--- src/sv/slid_enc.sv ---
// slid_enc: turns the one-hot boundary of the cell row into an index
// and reduces the per-cell match flags; depends on nothing but its parameters
`timescale 1ns / 1ps
`default_nettype none

module slid_enc #(
  parameter int unsigned N     = 128,
  parameter int unsigned IDX_W = 7
) (
  input  wire logic [N-1:0]     bound_i,
  input  wire logic [N-1:0]     hit_i,
  output logic [IDX_W-1:0]      idx_o,
  output logic                  found_o
);

  // or-tree encode, the boundary is at most one cell
  always_comb begin
    idx_o = '0;
    for (int unsigned i = 0; i < N; i++) begin
      if (bound_i[i]) begin
        idx_o = idx_o | IDX_W'(i);
      end
    end
  end

  assign found_o = |hit_i;

endmodule

`default_nettype wire

--- config.mk ---
export PLATFORM = sky130hd
export DESIGN_NAME = slid_enc
export DESIGN_NICKNAME = d
export VERILOG_FILES = /design/src/sv/slid_enc.sv
export SDC_FILE = /design/constraint.sdc
export NUM_CORES = 1
export LEC_CHECK = 0
export BUFFER_PORTS_ARGS = -buffer_cell sky130_fd_sc_hd__buf_2
export CORE_AREA = 2 2 101 103
export DETAILED_ROUTE_END_ITERATION = 8
export DIE_AREA = 0 0 103 105
export PLACE_DENSITY = 0.55
export SLEW_MARGIN = 20
export SYNTH_ARGS = -nofsm -noshare
export SYNTH_HDL_FRONTEND = slang
export SYNTH_SLANG_ARGS = --single-unit
--- constraint.sdc ---
create_clock -name vclk -period 2.55
set_clock_uncertainty 0.1 [all_clocks]
set_input_delay 0.6375 -clock vclk [all_inputs]
set_output_delay 0.6375 -clock vclk [all_outputs]
set_load 0.05 [all_outputs]
==> Word-level counts from Yosys, hierarchy flattened <==
Index checks and enable logic that the tools add are counted.
{ "totals": {"mem_bits_rw": 0, "latch_bits": 0, "regBits": 0, "rom_bits": 0, "n_memories": 0, "inputBits": 256, "output_inout_bits": 8} }
{ "classes": {"add_sub_neg": 0, "mul": 0, "shift": 0, "n_eq_ne": 0, "bitwise_logic": 0, "order_cmp": 0, "div": 0, "reduce_logical": 1, "muxes": 127} }
{ "ops": {"columns": ["operator", "n"], "rows": [
  ["$mux W7", 64],
  ["$mux W6", 32],
  ["$reduce_or A128 Y1", 1],
  ["$mux W5", 16],
  ["$mux W4", 8],
  ["$mux W3", 4],
  ["$mux W2", 2],
  ["$mux W1", 1]
]} }

==> Depth between registers and ports, before layout <==
Gate-level depths: netlist of run 1.
{ "logic_depth": {"ltp_word": 127, "ltp_mapped": 4, "depth_no_buf": 4} }

==> Worst setup path before layout of run 1 <==
Ideal clock, no wire load.
{ "synth_timing": {"path_kind": "input to output", "startpoint": "input port bound_i[120]", "endpoint": "output port idx_o[6]", "required_ps": 1812, "stages": 4, "arrival_time_ps": 2228, "n_path_buf": 0, "slack_ps": -415, "cell_sequence": "or4_4 > nor3_2 > nand4_1 > or4_1"} }
{ "synth_via": {"elab_chain_cells": 8} }
{ "synth_rtl": {"columns": ["element", "line", "source"], "rows": [
  ["start, declared", "10", "input wire logic [N-1:0] bound_i,"],
  ["$mux W7 (8 in series)", "20", "if (bound_i[i]) begin"],
  ["end, declared", "12", "output logic [IDX_W-1:0] idx_o,"]
]} }
No other way between the ends.

==> Worst setup path after layout of run 1 <==
Ends and elaborated chain as after synthesis.

==> results of run 1 <==
## worst max-delay path: cells and delay by family
family / cells / cell delay, ns
and+or+nand+nor: 4 / 1.49
buffers and inverters: 2 / 0.26
## final cells by class
class	count	area, um^2	area share
Multi-Input combinational cell	156	1410	0.394
Tap cell	133	166	0.0464
Timing Repair Buffer	330	2010	0.560
## per-layer routing
layer | wire length (um) | up-vias | part of all wire | track usage
met5 | 0 | - | 0 | 0
met4 | 49 | 0 | 0.0046 | 0.0113
met3 | 796 | 10 | 0.075 | 0.00936
met2 | 5320 | 165 | 0.50 | 0.303
met1 | 4450 | 1315 | 0.42 | 0.228
li1 | - | 1363 | - | -
## final timing paths
| check | to | slack [ns] | cells past startpoint |
|---|---|---|---|
| max | idx_o[6] | -0.59 | 6 |
| min | idx_o[0] | 1.64 | 5 |
## stage by stage
stage	power, mW	utilization	TNS, ns	setup WS, ns
floorplan	0.0342	-	-0.715	-0.247
global placement	0.330	0.300	-2.93	-0.671
detailed placement	0.334	0.300	-3.06	-0.680
CTS	0.369	0.333	-2.22	-0.594
global route	0.455	0.372	-2.20	-0.620
finish	0.427	0.372	-1.81	-0.590
## cell usage in the layout, fill, tap and decap left out
master    count
nor3_4        2
nand2_2       2
nor2_1       16
nor3_1        7
nand4b_1      1
buf_6        27
buf_2       237
nand2_4       1
or3_1         1
buf_8         3
nand2_1      10
and3_1        2
buf_4        63
nand3_4       1
or4_4         7
nand3_2       1
nor4_2       17
nand4_1      18
nor4_1       38
nand3_1       6
nor3_2        5
nor4_4       21
## what timing repair did
item,4_1_cts,5_1_grt
resized for setup,59,62
buffers inserted,0,3
endpoints found under the setup margin,8,8
pin swaps,20,21
## power by group
group          internal (mW)  switching, mW
Clock                      0              0
Combinational          0.242          0.185
Sequential                 0              0
Total                  0.242          0.185
## logic make-up after synthesis
kind of cell / Yosys count / share of synthesized area
AND/OR/NAND/NOR: 156 / 1.00
==> reports/summary.txt, run 1 <==
Setup crit start = bound_i[120]
gp weighted congestion = 0.910
layout cell share with drive strength beyond 1 = 0.796
crit-path max cell delay = 0.54 ns
Die Footprint = 10,800 um^2
final wirelength = 10.6 mm
Synth top area share = 0.529
Area contributors post-synth = nor4_1, nand4_1, nor3_1
RSZ-0062 raised after global routing = true
final antenna-violating net count = 0
worst hold path class = input port to primary output
Synth Area per Inst = 5.77 um^2
Setup Viol. Count Final = 6
Synth top cells by count = nor4_1, nand4_1, nor2_1, nand2_1, nor3_1
grt ovf = 0
DR WL/cell = 17.2 um
Crit-path slowest cell = or4_4
final hold vios = 0
Placed Instances = 617
GRT Resource Usage Total = 0.169
DRT iter0 DRCs = 99
CP Capture Type = primary output
fillcell total = 1,045
CP dominant cell by count = or4_4
CP Class = input port to primary output
hold slack = 1.64 ns
drt pass-1 iters = 4
yosys warns = 0
Max Freq = 318 MHz
total vias in the final route = 2,853
area of the core = 9640 um^2
Seq. cell area = 0 um^2
non-filler cells, final = 619
design area = 3590 um^2
die width = 103 um
FP Rows = 36
net count after synthesis = 412
Worst Hold Launch = bound_i[119]
placed cell area = 2900 um^2
Final period util = 1.23
critical path cell sequence = buf_6, or4_4, nor3_4, nand4_1, or4_4, buf_8
most numerous cell in the Yosys netlist = nor4_1
fin. max-slew vios = 0
largest net degree at the start of global routing = 4
failing checks = negative setup slack
Vias/cell = 4.61
pwr dens = 119 nW/um^2
nets = 744
Yosys top cell by area = nor4_1
PortBufs = 263
Seq cells = 0
Post-DP HPWL = 9.10 mm
I/O pins = 264
Worst-Margin Slew = 0.505 ns
vias in the first global route = 2,903
status = complete, but fails checks
Req. time, crit path = 1.81 ns
Hold Buf Count CTS = 0
die height = 105 um
Worst VDD drop = 0.0750 mV
P&R area growth vs syn = 299%
Crit Path Max Fanout = 2
ant diodes = 0
clock buf count = 0
first-pass GRT wire length = 14.3 mm
Initial Util = 0.0933
sequential share of the synthesized area = 0
Cell Area, Synth = 900 um^2
Leak = 1.66 nW
relative slew slack = 0.660
Mapped Cells = 156
Yosys cell types = 12
fin crit period = 3.14 ns
max cap viols = 0
initial antenna violation count = 0
critical path data arrival time = 2.40 ns
Worst setup SP type = input port
final worst-path setup slack = -0.590 ns
drt drc = 0
Note: power is estimated with default switching activity, not from simulation.
==> inputs of run 2 (changes only) <==
Settings changed: CORE_AREA 2 2 101 103 to 2 2 102 104, DIE_AREA 0 0 103 105 to 0 0 104 106, PLACE_DENSITY 0.55 to 0.53.
Clock period 2.55 ns to 3.15 ns, I/O delays scaled along.
==> run 2 against run 1 <==
Effect of this change:
- the run still ends with negative setup slack left
- routed wire length is 6.1% lower
- setup slack better by 0.33 ns
- final cell count decreased by 5.7%
- critical path depth stayed put
- first-iteration DRC count rose by 98%
- die area rose by 1.9%
- power fell by 41%
- flip-flop and latch count unchanged
- non-clock buffer count decreased by 40
==> reports/summary.txt, run 2 (same netlist as run 1, synthesis figures left out) <==
total vias in the final route = 2,707 (-5.1%)
grt ovf = 0 (unchanged)
final worst-path setup slack = -0.258 ns (+0.332 ns)
Vias/cell = 4.64 (+0.57%)
most frequent cells in the layout = buf_2, nor4_1, buf_4
critical path data arrival time = 2.52 ns (+0.12 ns)
area of the multi-input gates = 968 um^2 (-31%)
clock buf count = 0 (unchanged)
setup TNS = -0.722 ns (+1.08 ns)
drt drc = 0 (unchanged)
largest net degree at the start of global routing = 4 (unchanged)
DR WL/cell = 17.1 um (-0.46%)
gp weighted congestion = 0.963 (+5.8%)
Post-DP HPWL = 9.38 mm (+3.0%)
Leak = 1.32 nW (-21%)
P&R area growth vs syn = 203%
Tot Pwr = 251 uW (-41%)
area of the core = 10000 um^2 (+3.7%)
fin crit period = 3.41 ns
relative slew slack = 0.611 (-0.0496)
DRT iter0 DRCs = 196 (+98%)
failing checks = negative setup slack
vias in the first global route = 2,755 (-5.1%)
I/O pins = 264 (unchanged)
Setup Viol. Count Final = 3 (-3)
Worst VDD drop = 0.0477 mV (-36%)
Initial Util = 0.0900 (-0.00336)
final core occ = 0.272 (-0.100)
RSZ-0062 raised after global routing = true
commonest non-fill, non-tap cell in the layout = buf_2
max cap viols = 0 (unchanged)
Worst-Margin Slew = 0.579 ns (+0.0737 ns)
non-filler cells, final = 584 (-5.7%)
initial antenna violation count = 3 (+3)
layout cell share with drive strength beyond 1 = 0.682 (-0.115)
hold slack = 1.92 ns (+0.285 ns)
Worst setup SP type = input port
design area = 2720 um^2 (-24%)
GRT Resource Usage Total = 0.166 (-0.00274)
dpl ws = -0.410 ns (+0.270 ns)
Req. time, crit path = 2.26 ns (+0.45 ns)
Max Freq = 293 MHz
die height = 106 um (+0.95%)
pwr dens = 92.4 nW/um^2 (-22%)
drt pass-1 iters = 4 (unchanged)
fin. max-slew vios = 0 (unchanged)
PortBufs = 263 (unchanged)
fillcell total = 1,165 (+11%)
die width = 104 um (+0.97%)
Die Footprint = 11,000 um^2 (+1.9%)
placed cell area = 2600 um^2 (-10%)
CP Capture Type = primary output
Placed Instances = 582 (-5.7%)
final wirelength = 9.97 mm (-6.1%)
Crit Path Max Fanout = 2 (unchanged)
Final period util = 1.08
FP Rows = 37 (+2.8%)
final antenna-violating net count = 0 (unchanged)
first-pass GRT wire length = 14.7 mm (+2.6%)
nets = 704 (-5.4%)
final hold vios = 0 (unchanged)
status = complete, but fails checks
Hold Buf Count CTS = 0 (unchanged)
Seq cells = 0 (unchanged)
Seq. cell area = 0 um^2 (unchanged)
worst hold path class = input port to primary output
CP Class = input port to primary output
-- run 2: worst max-delay path: stages --
cell and delay (ns):
buf_6 0.09, or4_4 0.54, nor3_4 0.26, nand4_1 0.16, or4_4 0.52, buf_8 0.17
-- run 2: final timing paths --
path	from	endpoint	slack, ns	cells after the start
worst max-delay path	bound_i[88]	idx_o[4]	-0.26	6
worst min-delay path	bound_i[65]	idx_o[6]	1.92	5
-- run 2: repair_timing --
action                     CTS  global route
buffers inserted             0             0
gates resized for setup     14            10
setup endpoints to repair    3             7
pin swaps                    6             2
-- run 2: report_power, final --
group          internal [mW]  switching [mW]  leakage [nW]
clock           0.0000000850               0     0.0000127
sequential                 0               0             0
combinational          0.145           0.106          1.32
-- run 2: final cells by class --
class,instances,area share
well taps,136,0.0625
diodes,2,0.00184
multi-input cells,156,0.356
repair buffers,290,0.580
-- run 2: layer usage --
layer / vias to the layer above / global-route usage / routed length, um
met1: 1244 / 0.229 / 4100
met5: - / 0 / 13
met3: 18 / 0.0448 / 1140
li1: 1288 / - / -
met2: 155 / 0.263 / 4540
met4: 2 / 0.0261 / 176
