File: src/sv/slid_pkg.sv
// slid_pkg: shared types, codes and sizes for the sorted key list
// no dependencies; every other file of the block but slid_enc refers to it by scoped names
`timescale 1ns / 1ps
`default_nettype none

package slid_pkg;

  // default number of key slots
  localparam int unsigned CAPACITY_DEF = 128;

  // fixed field widths of the item channels
  localparam int unsigned KEY_W    = 31;
  localparam int unsigned OPCODE_W = 1;
  localparam int unsigned STATUS_W = 2;
  localparam int unsigned POS_W    = 7;
  localparam int unsigned TOTAL_W  = 8;

  typedef enum logic [OPCODE_W-1:0] {
    OP_INSERT = 1'b0,
    OP_DELETE = 1'b1
  } op_e;

  typedef enum logic [STATUS_W-1:0] {
    ST_INSERTED  = 2'd0,
    ST_DELETED   = 2'd1,
    ST_NOT_FOUND = 2'd2,
    ST_FULL      = 2'd3
  } status_e;

  typedef enum logic [1:0] {
    S_IDLE,
    S_CMP,
    S_ENC,
    S_UPD
  } state_e;

  // control broadcast from the sequencer to every cell
  typedef struct packed {
    logic cmp_en;
    logic ins_en;
    logic del_en;
  } cell_ctrl_t;

endpackage

`default_nettype wire

File: src/sv/slid_cell.sv
// slid_cell: one slot of the sorted list, holds a key and its compare flags
// depends on slid_pkg; exchanges keys and flags with both neighbors
`timescale 1ns / 1ps
`default_nettype none

module slid_cell (
  input  wire logic                       clk_i,
  input  wire slid_pkg::cell_ctrl_t       ctrl_i,
  input  wire logic [slid_pkg::KEY_W-1:0] key_i,
  input  wire logic                       occ_i,
  input  wire logic [slid_pkg::KEY_W-1:0] left_key_i,
  input  wire logic                       left_lt_i,
  input  wire logic [slid_pkg::KEY_W-1:0] right_key_i,
  output logic [slid_pkg::KEY_W-1:0]      key_o,
  output logic                            lt_o,
  output logic                            bound_o,
  output logic                            hit_o
);

  logic [slid_pkg::KEY_W-1:0] key_q, key_d;
  logic                       lt_q, eq_q;

  // first cell not below the key is the insert point or delete candidate
  assign bound_o = !lt_q && left_lt_i;
  assign hit_o   = bound_o && eq_q;
  assign key_o   = key_q;
  assign lt_o    = lt_q;

  // parallel compare against the broadcast key
  always_ff @(posedge clk_i) begin
    if (ctrl_i.cmp_en) begin
      lt_q <= occ_i && (key_q < key_i);
      eq_q <= occ_i && (key_q == key_i);
    end
  end

  // shift up on insert, shift down on delete, cells below the point hold
  always_comb begin
    key_d = key_q;
    if (ctrl_i.ins_en && !lt_q) begin
      key_d = bound_o ? key_i : left_key_i;
    end else if (ctrl_i.del_en && !lt_q) begin
      key_d = right_key_i;
    end
  end

  always_ff @(posedge clk_i) begin
    key_q <= key_d;
  end

endmodule

`default_nettype wire

File: config.mk
export PLATFORM = sky130hd
export DESIGN_NAME = slid_cell
export DESIGN_NICKNAME = d
export VERILOG_FILES = /design/src/sv/slid_pkg.sv /design/src/sv/slid_cell.sv
export SDC_FILE = /design/constraint.sdc
export NUM_CORES = 1
export LEC_CHECK = 0
export BUFFER_PORTS_ARGS = -buffer_cell sky130_fd_sc_hd__buf_2
export CAP_MARGIN = 20
export CORE_ASPECT_RATIO = 0.8
export CORE_MARGIN = 1
export CORE_UTILIZATION = 49
export DETAILED_ROUTE_END_ITERATION = 10
export GPL_ROUTABILITY_DRIVEN = 0
export GPL_TIMING_DRIVEN = 1
export PLACE_DENSITY_LB_ADDON = 0.05
export SLEW_MARGIN = 20
export SYNTH_ARGS = -nofsm -noshare
export SYNTH_HDL_FRONTEND = slang
export SYNTH_SLANG_ARGS = --single-unit
export TNS_END_PERCENT = 20
File: constraint.sdc
create_clock -name clk_i -period 3.8 [get_ports clk_i]
set_input_delay 0.57 -clock clk_i [delete_from_list [all_inputs] [get_ports clk_i]]
set_output_delay 0.57 -clock clk_i [all_outputs]
set_load 0.02 [all_outputs]
; ---- After elaboration in Yosys (flattened, before gate mapping)
; Cells that the tools add are included.
[op_classes]
magnitude_cmp = 1
n_eq_ne = 1
muxes = 3
reduce_logical = 8
[ops]
columns = cell, n
row1 = two-way mux 31 bit, 3
row2 = == test 31 bit, 1
row3 = less-than comparator 31 bit, 1
row4 = logical AND 1 bit, 6
row5 = nonzero test 2 bit, 1
row6 = logical NOT 1 bit, 1
[totals]
register_bits = 33
inputBits = 99
out_inout_bits = 34
elab_cells = 16

; ---- Logic depth before layout (Yosys ltp)
; Gate-level depths: netlist of run 1.
[logic_depth]
depth_word = 4
mapped_depth = 7
depth_no_buf = 7

; ---- Least setup slack after synthesis of run 1
; No wires, ideal clock.
[synth_timing]
path_type = in2reg
start = in ctrl_i[1] in the netlist's numbering
end = reg key_q (netlist bit key_o[0]) (enable)
setup_time_ns = 0.420
t_arrival_ns = 1.926
required_ns = 3.380
path_slack_ns = 1.454
cell_stages = 2
path_buffers = 0
path_cell_list = nor2_1 nor2_1
[synth_between]
elab_chain_len = 2
[synth_rtl]
columns = element, line_no
row1 = "start, declared", slid_cell.sv:8  ; input wire slid_pkg::cell_ctrl_t ctrl_i,
row2 = logical AND 1 bit, slid_cell.sv:40  ; if (ctrl_i.ins_en && !lt_q) begin
row3 = nonzero test 2 bit (no line), n/a
row4 = "end signal, assigned", slid_cell.sv:48  ; key_q <= key_d;
row5 = "end, declared", slid_cell.sv:20  ; logic [slid_pkg::KEY_W-1:0] key_q, key_d;
; No other way between the ends.
; A chain may end at the register's enable or synchronous reset.

; ---- Final worst setup path of run 1
[layout_timing]
start = in left_lt_i
end = out hit_o
[layout_between]
elab_chain_len = 2
[layout_rtl]
columns = element, line_no
row1 = "start, declared", slid_cell.sv:12  ; input wire logic left_lt_i,
row2 = logical AND 1 bit, slid_cell.sv:24  ; assign bound_o = !lt_q && left_lt_i;
row3 = logical AND 1 bit, slid_cell.sv:25  ; assign hit_o = bound_o && eq_q;
row4 = "end, declared", slid_cell.sv:17  ; output logic hit_o
; No other way between the ends.

==> results of run 1 <==
-- cell families after synthesis --
family	Yosys count
buf+inv	43
flops	33
compound gates	55
mux	31
simple gates	62
fa+ha+maj	31
-- cell usage after synthesis, types with 2 or more instances --
library cell and count:
a21o_1 2, a21oi_1 13, buf_2 5, clkbuf_1 6, edfxtp_1 33, ha_1 31, inv_1 32, mux2i_1 31
nand2_1 40, nand4_1 3, nor2_1 5, nor3_1 2, o21ai_0 35
-- cell type report --
| class | count | area share [%] |
|---|---|---|
| Inverter | 32 | 3.70 |
| Sequential cell | 33 | 30.5 |
| Clock inverter | 1 | 0.116 |
| Timing Repair Buffer | 133 | 20.6 |
| Multi-Input combinational cell | 179 | 40.5 |
| Clock buffer | 6 | 2.24 |
| Tap cell | 60 | 2.31 |
-- state kept, by name, summed over array words and instances, names as in the netlist --
register / count
eq_q: 1
key_o: 31
lt_o: 1
-- routing by layer --
layer | global-route usage, % | part of all wire, % | vias to the layer above
met2 | 38.4 | 45 | 78
li1 | - | - | 1158
met5 | 0 | 0 | -
met3 | 6.53 | 7.3 | 5
met4 | 5.58 | 0.80 | 0
met1 | 28.9 | 47 | 995
-- stage by stage --
step                hold slack, ns  setup WS, ns  instances  utilization [%]
finish                       0.517          1.67        444             69.0
detailed placement           0.781          1.68        437             67.4
global route                 0.508          1.58        444             69.0
global placement             0.770          1.68        437             67.4
floorplan                    0.682          1.45        255                -
CTS                          0.506          1.68        444             69.0
-- path summary, 6_finish.rpt --
| path | depth (start not counted) | start | to | slack (ns) |
|---|---|---|---|---|
| max | 4 | left_lt_i | hit_o | 1.67 |
| max reg2reg | 3 | lt_o$_DFFE_PP_ | key_o[24]$_DFFE_PP_ | 1.95 |
| min | 1 | ctrl_i[2] | lt_o$_DFFE_PP_ | 0.52 |
| min reg2reg | 3 | key_o[30]$_DFFE_PP_ | lt_o$_DFFE_PP_ | 0.78 |
-- where the power goes --
| group | internal, uW | leakage, uW | switching [uW] |
|---|---|---|---|
| Sequential | 450 | 0.000324 | 19.7 |
| Combinational | 134 | 0.00137 | 185 |
| Clock | 123 | 0.0000387 | 121 |
| Total | 707 | 0.00174 | 326 |
-- worst max-delay path, stage by stage --
cell	delay, ns
buf_2	0.45
nor2b_1	0.21
and2_1	0.15
buf_2	0.16
==> metrics.md, run 1 <==
| Metric | Value |
|---|---|
| Tot Pwr | 1030 uW |
| Hold buffers post-CTS | 0 |
| Synth Flop Type | edfxtp_1 |
| Storage cell area | 991 sq um |
| # fillers | 412 |
| Pwr dens | 318 mW/mm^2 |
| Starting Density | 52.4% |
| Syn Area/Cell | 9.67 sq um |
| First-pass GRT wire length | 9290 microns |
| Multiplexer share of the synthesized area | 12.6% |
| Top post-synthesis cells by area | edfxtp_1 (40%), ha_1 (16%), mux2i_1 (13%) |
| Layout cell share with drive strength beyond 1 | 38.3% |
| Setup Skew | 0.00298 ns |
| Hpwl dp | 4540 microns |
| CP Launch Type | input pin |
| Iter 0 DRT Violations | 62 |
| Max Cap Viol | 0 |
| Port bufs | 132 |
| #FFs+latches synth | 33 |
| Cts bufs inserted | 5 |
| Synth top area share | 40.2% |
| Fin crit period | 2.13 ns |
| Count of flip-flops with a built-in enable after synthesis | 33 |
| Overflow after GRT | 0 |
| # setup viols final | 0 |
| Post-synth cell types | 30 |
| Top cell type by total area after synthesis | edfxtp_1 |
| CTS Root Cell | clkbuf_8 |
| Most frequent cells in the layout | buf_2 (132), nand2_1 (40), o21ai_0 (35) |
| WP data arrival | 1.56 ns |
| Post-Syn Nets | 385 |
| WL final | 5720 microns |
| Crit share post-route | 56.0% |
| Outcome | completed |
| Core Region | 0.00471 sq mm |
| Maximum clock path buffer count | 2 |
| Nets | 514 |
| Post-Synth Simple-Gate Area | 12.5% |
| DR vias | 2236 |
| DRC | 0 |
| Final Cell Area | 0.00325 sq mm |
| Slew @ Worst Pin | 1.01 ns |
| Post_cts resized | 0 |
| Data required, critical path | 3.23 ns |
| Worst VDD drop | 0.190 mV |
| Gate Count Post-Synth | 255 |
| Worst-path clk slew | 0.06 ns |
| Synth warn | 0 |
| H-tree Lvls | 2 |
| Total GRT Usage | 22.9% |
| Worst skew pair latency | 0.28 ns |
| Unrepaired setup endpoints after global routing | no |
| First-pass DRT Iterations | 4 |
| # IOs | 133 |
| Largest net degree at the start of global routing | 63 |
| Post-Synth Adder-Cell Area | 15.7% |
| Max-slew violation count | 0 |
| Fin Setup TNS | 0 ns |
| Antenna Cells | 0 |
| Die area | 0.00532 sq mm |
| FMAX | 470 MHz |
| Row count | 22 |
| Final count of hold timing violations | 0 |
| Clk sinks | 33 |
| Post-CTS setup buffers | 0 |
| Initial antenna violation count | 0 |
| Seq/Total Area, Yosys | 40.2% |
| Largest family of logic cells by synthesized area | adder cells |
| Pleak | 0.00174 uW |
| Relative slew margins | 32.9% |
| Crit. End Element | output port |
| Die height | 65.4 microns |
| P&R area growth vs syn | 31.7% |
| Vias/cell | 5.04 |
| Number of global-route vias before repair | 2148 |
| Xor and xnor area share after synthesis | 0% |
| Detail Route Antenna Nets | 0 |
| Routed length per instance | 12.9 microns |
| CTS tree | done |
| Compound-cell area share of the yosys netlist | 12.1% |
| Ys async rst share | 0% |
| HP Class | input pin to flip-flop |
| Chip width | 81.3 microns |
| Critical setup path kind | input pin to output port |
| Placed Area | 0.00317 sq mm |
| Multi-input logic area | 0.00132 sq mm |
| Commonest non-fill, non-tap cell in the layout | buf_2 |
| Synth Cell Area | 0.00246 sq mm |
| Crit Path Max Fanout | 19 |
(Power assumes the default switching activity.)
==> run 2: changes to the inputs <==
--- a/config.mk
+++ b/config.mk
@@ -9,7 +9,7 @@
 export CAP_MARGIN = 20
 export CORE_ASPECT_RATIO = 0.8
 export CORE_MARGIN = 1
-export CORE_UTILIZATION = 49
+export CORE_UTILIZATION = 45
 export DETAILED_ROUTE_END_ITERATION = 10
 export GPL_ROUTABILITY_DRIVEN = 0
 export GPL_TIMING_DRIVEN = 1
==> constraint.sdc (replaced) <==
create_clock -name clk_i -period 2.13 [get_ports clk_i]
set_input_delay 0.3195 -clock clk_i [delete_from_list [all_inputs] [get_ports clk_i]]
set_output_delay 0.3195 -clock clk_i [all_outputs]
set_load 0.02 [all_outputs]
==> metrics.md, run 2 (same netlist as run 1, synthesis figures left out) <==
| Metric | Value |
|---|---|
| First-pass DRT Iterations | 6 |
| Vias/cell | 4.85 |
| Data required, critical path | 2.16 ns |
| Grt met1 use | 28.1% |
| Nets | 518 |
| Total GRT Usage | 20.6% |
| Worst skew pair latency | 0.28 ns |
| Pwr dens | 565 mW/mm^2 |
| Routed length per instance | 12.6 microns |
| Most frequent cells in the layout | buf_2 (132), nand2_1 (40), o21ai_0 (35) |
| Met3 GRT Util | 6.03% |
| Iter 0 DRT Violations | 60 |
| WP data arrival | 1.78 ns |
| Layout cell share with drive strength beyond 1 | 38.8% |
| Largest register FFs | 31 |
| WL final | 5670 microns |
| Pleak | 0.00176 uW |
| Buf+Inv Stages, Crit Path | 0 |
| Core Region | 0.00515 sq mm |
| Overflow after GRT | 0 |
| P&R area growth vs syn | 33.7% |
| Chip width | 84.7 microns |
| Final count of hold timing violations | 0 |
| Hold buffers post-CTS | 0 |
| Die height | 68.2 microns |
| Outcome | completed |
| Max Cap Viol | 0 |
| Crit path cell chain | ha_1, nand3_2, nor4_4, nand2_2, a21oi_1, nor3_1 |
| HP Class | input pin to flip-flop |
| Critical setup path kind | flip-flop to flip-flop |
| Relative slew margins | 80.3% |
| CP max stage delay | 0.40 ns |
| Detail Route Antenna Nets | 0 |
| Crit share post-route | 82.1% |
| Largest net degree at the start of global routing | 63 |
| Crit Path Max Fanout | 3 |
| Worst-path clk slew | 0.06 ns |
| Clk sinks | 33 |
| Commonest non-fill, non-tap cell in the layout | buf_2 |
| # setup viols final | 0 |
| Starting Density | 47.9% |
| H-tree Lvls | 2 |
| Hpwl dp | 4550 microns |
| Unrepaired setup endpoints after global routing | no |
| Worst hold slack | 0.255 ns |
| Initial antenna violation count | 0 |
| First-pass GRT wire length | 9000 microns |
| Row count | 23 |
| Grt met2 use | 31.4% |
| DR vias | 2187 |
| CP delay by family, top | simple AND/OR/NAND/NOR gates |
| FMAX | 572 MHz |
| Critical-path top delay cell | edfxtp_1 |
| Crit. End Element | flip-flop |
| Maximum clock path buffer count | 2 |
| Fin crit period | 1.75 ns |
| Setup Skew | 0.00361 ns |
| Die area | 0.00578 sq mm |
| Cts bufs inserted | 5 |
| Antenna Cells | 0 |
| CTS tree | done |
| Number of global-route vias before repair | 1918 |
| Fin Setup TNS | 0 ns |
| Worst VDD drop | 0.324 mV |
| DRC | 0 |
| Grt peak-use layer | met2 |
| CTS Root Cell | clkbuf_8 |
| Slew @ Worst Pin | 0.295 ns |
| Post_cts resized | 0 |
| Port bufs | 132 |
| CP Launch Type | flip-flop |
| # IOs | 133 |
| Max-slew violation count | 0 |
| Post-CTS setup buffers | 0 |
[run 2: path summary, 6_finish.rpt]
kind / endpoint / slack (ns) / from / depth (start not counted)
worst max-delay path: lt_o$_DFFE_PP_ / 0.38 / key_o[26]$_DFFE_PP_ / 6
worst min-delay path: lt_o$_DFFE_PP_ / 0.25 / ctrl_i[2] / 1
worst max register to register: lt_o$_DFFE_PP_ / 0.38 / key_o[26]$_DFFE_PP_ / 6
worst min register to register: lt_o$_DFFE_PP_ / 0.78 / key_o[30]$_DFFE_PP_ / 3
[run 2: cell type report]
type | count | area [sq um]
fillers | 458 | 1860
well taps | 62 | 77.6
clock buffers | 8 | 80.1
repair buffers | 137 | 711
multi-input cells | 179 | 1320
flip-flops and latches | 33 | 991
inverters | 32 | 120
[run 2: per-layer routing]
layer	wire length [microns]	share of wire, %
met5	0	0
met4	90	1.6
met3	437	7.7
met2	2370	42
met1	2770	49
[run 2: metrics by stage]
stage	power, uW	util (%)	setup slack (ns)	instances	instance area, sq um
after floorplan	1200	-	0.344	255	2470
after global placement	1420	62.4	0.380	443	3220
after detailed placement	1430	62.4	0.338	443	3220
after CTS	1890	64.0	0.376	451	3300
after global routing	2000	64.0	0.269	451	3300
final	1860	64.0	0.382	451	3300
[run 2: power by group]
group	internal, uW	switching (uW)	total (uW)	leakage [uW]
Clock	232	212	444	0.0000395
Sequential	801	32.7	834	0.000324
Combinational	249	335	584	0.00140
Total	1280	580	1860	0.00176
[run 2: worst reg2reg max path: stages, from the launching register on]
cell and delay (ns):
edfxtp_1 0.40, ha_1 0.36, nand3_2 0.12, nor4_4 0.32, nand2_2 0.09, a21oi_1 0.15
nor3_1 0.06
